--- config.mk ---
export PLATFORM = sky130hd
export DESIGN_NAME = co2fc_tracker
export DESIGN_NICKNAME = d
export VERILOG_FILES = /design/src/co2fc_pkg.sv /design/src/co2fc_tracker.sv
export VERILOG_INCLUDE_DIRS = /design/src /design/src/src
export SDC_FILE = /design/constraint.sdc
export NUM_CORES = 1
export LEC_CHECK = 0
export BUFFER_PORTS_ARGS = -buffer_cell sky130_fd_sc_hd__buf_2
export CAP_MARGIN = 5
export CORE_ASPECT_RATIO = 0.75
export CORE_UTILIZATION = 60
export CTS_CLUSTER_SIZE = 12
export DETAILED_ROUTE_END_ITERATION = 7
export PLACE_DENSITY = 0.81
export SYNTH_ARGS = -nofsm -noshare
export SYNTH_HDL_FRONTEND = slang
export SYNTH_SLANG_ARGS = --single-unit
--- constraint.sdc ---
create_clock -name clock -period 4.6 [get_ports clock]
set_clock_uncertainty 0.1 [all_clocks]
set_input_delay 0.69 -clock clock [delete_from_list [all_inputs] [get_ports clock]]
set_output_delay 0.69 -clock clock [all_outputs]
set_load 0.02 [all_outputs]
--- src/co2_response_frame_checker_defines.svh ---
// assertion helpers for the response frame checker
`ifndef CO2_RESPONSE_FRAME_CHECKER_DEFINES_SVH
`define CO2_RESPONSE_FRAME_CHECKER_DEFINES_SVH

`ifndef SYNTH
`define CO2FC_ASSERT(label, clk, rst, prop) \
   label: assert property (@(posedge clk) disable iff (rst) (prop)) \
      else $error("co2fc assertion failed");
`define CO2FC_ASSERT_IMP(label, clk, rst, ante, cons) \
   label: assert property (@(posedge clk) disable iff (rst) (ante) |-> (cons)) \
      else $error("co2fc assertion failed");
`define CO2FC_ASSERT_NEXT(label, clk, rst, ante, cons) \
   label: assert property (@(posedge clk) disable iff (rst) (ante) |=> (cons)) \
      else $error("co2fc assertion failed");
`else
`define CO2FC_ASSERT(label, clk, rst, prop)
`define CO2FC_ASSERT_IMP(label, clk, rst, ante, cons)
`define CO2FC_ASSERT_NEXT(label, clk, rst, ante, cons)
`endif

`endif

--- src/co2fc_pkg.sv ---
package co2fc_pkg;

   localparam int FRAME_BYTES = 9;
   localparam int POS_W       = 4;

   localparam logic [POS_W-1:0] POS_FIRST   = '0;
   localparam logic [POS_W-1:0] POS_HDR1    = POS_W'(1);
   localparam logic [POS_W-1:0] POS_PPM_HI  = POS_W'(2);
   localparam logic [POS_W-1:0] POS_PPM_LO  = POS_W'(3);
   localparam logic [POS_W-1:0] POS_STATUS  = POS_W'(5);
   localparam logic [POS_W-1:0] POS_LAST    = POS_W'(FRAME_BYTES - 1);

   localparam logic [7:0] HDR0_BYTE = 8'hFF;
   localparam logic [7:0] HDR1_BYTE = 8'h86;
   localparam logic [7:0] CHK_BASE  = 8'hFF;
   localparam logic [7:0] CHK_ONE   = 8'h01;

   localparam int CSR_IDX_W  = 2;
   localparam int CSR_DATA_W = 16;

   localparam logic [CSR_IDX_W-1:0] REG_MINIMAL_BELOW = CSR_IDX_W'(0);
   localparam logic [CSR_IDX_W-1:0] REG_WARNING_ABOVE = CSR_IDX_W'(1);
   localparam logic [CSR_IDX_W-1:0] REG_DANGER_ABOVE  = CSR_IDX_W'(2);

   localparam logic [15:0] MINIMAL_BELOW_RST = 16'd600;
   localparam logic [15:0] WARNING_ABOVE_RST = 16'd1000;
   localparam logic [15:0] DANGER_ABOVE_RST  = 16'd2500;

   localparam logic [1:0] BAND_MINIMAL = 2'd0;
   localparam logic [1:0] BAND_NORMAL  = 2'd1;
   localparam logic [1:0] BAND_WARNING = 2'd2;
   localparam logic [1:0] BAND_DANGER  = 2'd3;

   typedef struct packed {
      logic        good;
      logic [15:0] ppm;
      logic [7:0]  status;
   } frame_result_type;

endpackage

--- src/co2fc_tracker.sv ---
`include "co2_response_frame_checker_defines.svh"

module co2fc_tracker (
   input  logic                         clock,
   input  logic                         reset,
   input  logic                         beat_accept,
   input  logic [7:0]                   rx_byte,
   input  logic                         frame_start,
   output logic                         last_pending,
   output logic                         frame_done,
   output co2fc_pkg::frame_result_type  result
);

   logic [co2fc_pkg::POS_W-1:0] pos_ff, pos_in, pos_cur;
   logic [7:0]  sum_ff, sum_in;
   logic        hdr_ff, hdr_in;
   logic [15:0] cap_ppm_ff, cap_ppm_in;
   logic [7:0]  cap_status_ff, cap_status_in;
   logic [15:0] last_good_ff, last_good_in;
   logic [7:0]  checksum;
   logic        good;

   assign pos_cur      = frame_start ? co2fc_pkg::POS_FIRST : pos_ff;
   assign last_pending = (pos_ff == co2fc_pkg::POS_LAST);
   // two's complement of the running sum
   assign checksum     = co2fc_pkg::CHK_BASE - sum_ff + co2fc_pkg::CHK_ONE;
   assign good         = hdr_ff && (rx_byte == checksum);
   assign frame_done   = beat_accept && (pos_cur == co2fc_pkg::POS_LAST);

   always_comb begin
      pos_in        = pos_ff;
      sum_in        = sum_ff;
      hdr_in        = hdr_ff;
      cap_ppm_in    = cap_ppm_ff;
      cap_status_in = cap_status_ff;
      last_good_in  = last_good_ff;
      if (beat_accept) begin
         if (pos_cur == co2fc_pkg::POS_FIRST) begin
            hdr_in = (rx_byte == co2fc_pkg::HDR0_BYTE);
            sum_in = '0;
            pos_in = pos_cur + co2fc_pkg::POS_W'(1);
         end else if (pos_cur != co2fc_pkg::POS_LAST) begin
            sum_in = sum_ff + rx_byte;
            if (pos_cur == co2fc_pkg::POS_HDR1) begin
               hdr_in = hdr_ff && (rx_byte == co2fc_pkg::HDR1_BYTE);
            end
            if (pos_cur == co2fc_pkg::POS_PPM_HI) begin
               cap_ppm_in = {rx_byte, cap_ppm_ff[7:0]};
            end
            if (pos_cur == co2fc_pkg::POS_PPM_LO) begin
               cap_ppm_in = {cap_ppm_ff[15:8], rx_byte};
            end
            if (pos_cur == co2fc_pkg::POS_STATUS) begin
               cap_status_in = rx_byte;
            end
            pos_in = pos_cur + co2fc_pkg::POS_W'(1);
         end else begin
            if (good) begin
               last_good_in = cap_ppm_ff;
            end
            pos_in = co2fc_pkg::POS_FIRST;
         end
      end
   end

   always_comb begin
      result.good   = good;
      result.ppm    = good ? cap_ppm_ff : last_good_ff;
      result.status = good ? cap_status_ff : 8'h00;
   end

   always_ff @(posedge clock) begin
      if (reset) begin
         pos_ff        <= co2fc_pkg::POS_FIRST;
         sum_ff        <= '0;
         hdr_ff        <= 1'b0;
         cap_ppm_ff    <= '0;
         cap_status_ff <= '0;
         last_good_ff  <= '0;
      end else begin
         pos_ff        <= pos_in;
         sum_ff        <= sum_in;
         hdr_ff        <= hdr_in;
         cap_ppm_ff    <= cap_ppm_in;
         cap_status_ff <= cap_status_in;
         last_good_ff  <= last_good_in;
      end
   end

   `CO2FC_ASSERT(a_pos_range, clock, reset, pos_ff <= co2fc_pkg::POS_LAST)
   `CO2FC_ASSERT_IMP(a_done_at_last, clock, reset, frame_done, last_pending && !frame_start)
   `CO2FC_ASSERT_NEXT(a_wrap_after_done, clock, reset, frame_done, pos_ff == co2fc_pkg::POS_FIRST)

endmodule

# Yosys cells after proc, flatten, opt, wreduce, memory -nomap -nowiden
# Cells that the tools add are included.
# word_totals
regBits,53
elab_cells,47
in_bits,12
out_inout_bits,27
# classes
reduce_logical,12
n_bitwise,3
n_addsub,4
n_eq_ne,10
mux,11
# op_table
cell,n
$mux 8,4
$eq 8x8->1 const B,2
$mux 16,1
$mux 4,3
$add 8x1->8 const B,1
$add 8x8->8,1
$eq 4x2->1 const B,2
$eq 4x4->1 const B,2
$eq 8x8->1,1
$reduce_and 4->1,2
$sub 8x8->8 const A,1
$reduce_and 3->1,2
$reduce_and 5->1,1
$add 4x1->4 const B,1
$eq 4x1->1 const B,1
$eq 4x3->1 const B,1
$logic_not 4->1,1
$ne 4x4->1 const B,1
$reduce_bool 2->1,2
$logic_and 1x1->1,3
$mux 1,3
$not 1->1,3
$reduce_and 2->1,1

# Depth between registers and ports, before layout
# logic_depth
ltp_word,5
mapped_depth,11
depth_no_buf,8

# Least setup slack after synthesis
# Ideal clock, no wire load.
# synth_timing
kind,input-to-output
from,input rx_byte[6]
to,output result[10] in the netlist's numbering
required_ps,3810
cell_stages,8
arrival_ps,2612
path_slack_ps,1198
path_buffers,2
path_cell_list,buf_2 -> or2_2 -> o21a_1 -> o31ai_1 -> o21ai_2 -> nor3_4 -> buf_6 -> mux2_1
# synth_lines
item,line_no,rtl
start: declaration,co2fc_tracker.sv:7,"input logic [7:0] rx_byte,"
end: declaration,co2fc_tracker.sv:11,output co2fc_pkg::frame_result_type result

==> impl_metrics.csv <==
group,metric,value,unit
critical_path,cp_slowest_cell,"dfxtp_1",
critical_path,path_cells,"inv_1 > ha_1 > o21bai_1 > a211o_1 > a21oi_1 > o21ai_2 > nor3_4 > buf_4 > mux2_2 > buf_2",
floorplanning,boundaryPins,39,
sta,min_period_over_period,0.845,
cells_and_area,register_area,1060,um2
place,portBuffers,38,
logic_synthesis,synth_async_sr_flop_share,0,
logic_synthesis,yosysTopAreaCell,"dfxtp_1",
critical_path,crit_required,3.81,ns
critical_path,regToRegStartpoint,"sum_ff[1]",
clock_network,ctsResizeCount,0,
cells_and_area,drive_gt1_frac,0.168,
routing,totalWireLength,6.81,mm
min_path,holdCritPathClass,"flop to flop",
cells_and_area,syn_to_final_growth,10.2,%
sta,final.min_clock_period,3.89,ns
routing,drt_pass1_iterations,5,
grt,grt_pass1_vias,2513,
floorplanning,initial_core_util,0.642,
critical_path,worstPathArrival,3.10,ns
clock_network,htreeDepth,2,
logic_synthesis,syn_avg_cell_area,8.69,um2
critical_path,rr_worst_depth,8,
logic_synthesis,synthFlopType,"dfxtp_1",
floorplanning,rows,21,
sta,setup_viol,0,
flow_run,cap_violations,0,
logic_synthesis,synth_fp_nets,365,
grt,grt_first_pass_wirelength,11.9,mm
min_path,hold_path_end,"last_good_ff[7]",
cells_and_area,final_cell_mix,"dfxtp_1, nor2_1, buf_2, a21oi_1, mux2i_1",
logic_synthesis,synth_top_area_frac,0.359,
place,placed_area,3140,um2
logic_synthesis,syn_area,2950,um2
cells_and_area,antenna_cells,0,
critical_path,cp_top_family,"compound AO/OA/AOI/OAI gates",
grt,overflow,0,
clock_network,clock_latency,0.30,ns
floorplanning,dieHeight,62.8,um
cells_and_area,fillers,377,
routing,vias,2586,
logic_synthesis,ys_ff_latch,53,
power,power.leakage,1.50,nW
place,dp_hpwl,4.64,mm
logic_synthesis,syn_inst,340,
grt,grt_use_total,0.280,
min_path,hp-start,"last_good_ff[7]",
sta,max_freq,257,MHz
cells_and_area,fin_nets,392,
routing,drc,0,
routing,antenna_left,0,
clock_network,path_clk_slew,0.10,ns
clock_network,cts_buffers,5,
grt,grt_max_degree,55,
sta,rsz0062_at_grt,"no",
critical_path,end_kind,"output port",
critical_path,slowest_delay,0.50,ns
min_path,min_delay_path_depth,2,
place,preCtsSetupSlack,0.926,ns
sta,slew_headroom,0.372,
sta,finalWorstSetupSlack,0.712,ns
grt,antenna_found_initial,0,
logic_synthesis,ys_seq_area_frac,0.359,
logic_synthesis,yosys_warnings,0,
clock_network,cts_setup_buffers,0,
sta,tns,0,ns
clock_network,cts_tree,"built",
logic_synthesis,ys_top_cells_by_area,"dfxtp_1, mux2i_1, nor2_1",
critical_path,crit_path_start_kind,"flop",
cells_and_area,multi_input_area,1780,um2
sta,worst_slew_pin_slew,0.942,ns
critical_path,r2r-end,"last_good_ff[14]",
place,gp_congestion,0.828,
clock_network,cts_sinks,53,
floorplanning,die_w,83.0,um
clock_network,clockBufferDepth,2,
floorplanning,design.die.area,5210,um2
routing,vias_per_cell,6.08,
critical_path,critPathMaxFanout,17,
floorplanning,core-area,4600,um2
cells_and_area,fin_area,3260,um2
cells_and_area,final_common_cell,"dfxtp_1",
logic_synthesis,synth_edf_count,0,
clock_network,hold_buffers,0,
critical_path,crit_type,"flop to output port",
sta,hold_violations,0,
routing,post_drt_wl_per_cell,16.0,um
power,peakVddDrop,0.000174,V
power,powerDensity,266,nW/um2
critical_path,regToRegSetupSlack,1.84,ns
logic_synthesis,synth_cell_types,47,
critical_path,worst-path-buf-inv,3,
clock_network,root_buffer,"clkbuf_8",
status,status,"completed",
critical_path,path_depth,10,
sta,report.final.slew_viol_count,0,
routing,drt_iter0_drc,197,
-- sequential cells by signal, indices dropped and copies added, names as in the netlist --
signal         count
cap_ppm_ff        16
cap_status_ff      8
hdr_ff             1
last_good_ff      16
pos_ff             4
sum_ff             8
-- metrics by stage --
| step | util | hold WS [ns] | instances | total power [mW] |
|---|---|---|---|---|
| finish | 0.708 | 0.380 | 425 | 0.867 |
| global route | 0.708 | 0.403 | 425 | 0.902 |
| CTS | 0.708 | 0.379 | 425 | 0.871 |
| detailed placement | 0.684 | 0.364 | 417 | 0.556 |
| global placement | 0.684 | 0.354 | 417 | 0.554 |
| floorplan | - | 0.345 | 340 | 0.533 |
-- synth_stat cells, types with 2 or more instances --
master	instances
nand2_1	11
o211ai_1	2
a31oi_1	2
nand2b_1	6
o21ai_0	19
nand3_1	22
inv_1	8
and3_1	11
nor4b_1	2
nand3b_1	4
xor2_1	9
a211o_1	4
clkbuf_1	16
mux2_2	8
a21oi_1	26
o31ai_1	2
ha_1	12
dfxtp_1	53
o21a_1	2
xnor2_1	5
nor2_1	44
nor2b_1	4
o21bai_1	3
nor4_1	2
nor3_1	3
mux2i_1	25
mux2_1	9
a22oi_1	7
-- layer usage --
metal	vias to the layer above	global-route usage	part of all wire
li1	1264	-	-
met3	9	0.0542	0.068
met1	1229	0.383	0.47
met5	-	0	0
met4	0	0.0690	0.0093
met2	84	0.456	0.45
-- area by class of cell --
| cell class | count | share of cell area |
|---|---|---|
| Clock buffer | 5 | 0.0211 |
| Clock inverter | 3 | 0.0135 |
| Inverter | 8 | 0.00922 |
| Multi-Input combinational cell | 259 | 0.545 |
| Sequential cell | 53 | 0.326 |
| Tap cell | 57 | 0.0219 |
| Timing Repair Buffer | 40 | 0.0630 |
-- worst min-delay path: cells and delay by family, from the launching register on --
family             cells  cell delay [ns]
AOI/OAI and AO/OA      2             0.13
DFF                    1             0.32
-- power breakdown --
group	internal (mW)	total (mW)	switching, mW
clock network	0.163	0.320	0.157
logic	0.0288	0.0813	0.0526
registers	0.461	0.465	0.00405
total	0.653	0.867	0.214
-- worst max-delay path by stage --
stage	start	to	slack, ns
after detailed placement	rx_byte[6]	result[18]	0.93
after global placement	rx_byte[6]	result[23]	0.98
final	sum_ff[1]	result[22]	0.71
after floorplan	rx_byte[6]	result[10]	1.20
after CTS	sum_ff[1]	result[18]	0.71
after global routing	sum_ff[1]	result[10]	0.48
-- cells by family after synthesis --
kind of cell | after synthesis | synth area share
AO/OA/AOI/OAI | 74 | 0.151
XOR/XNOR | 14 | 0.0415
adder cells (fa/ha/maj) | 13 | 0.0576
buffers and inverters | 28 | 0.0398
flip-flops | 53 | 0.359
multiplexers | 42 | 0.150
AND/OR/NAND/NOR | 116 | 0.201
(Power assumes the default switching activity.)
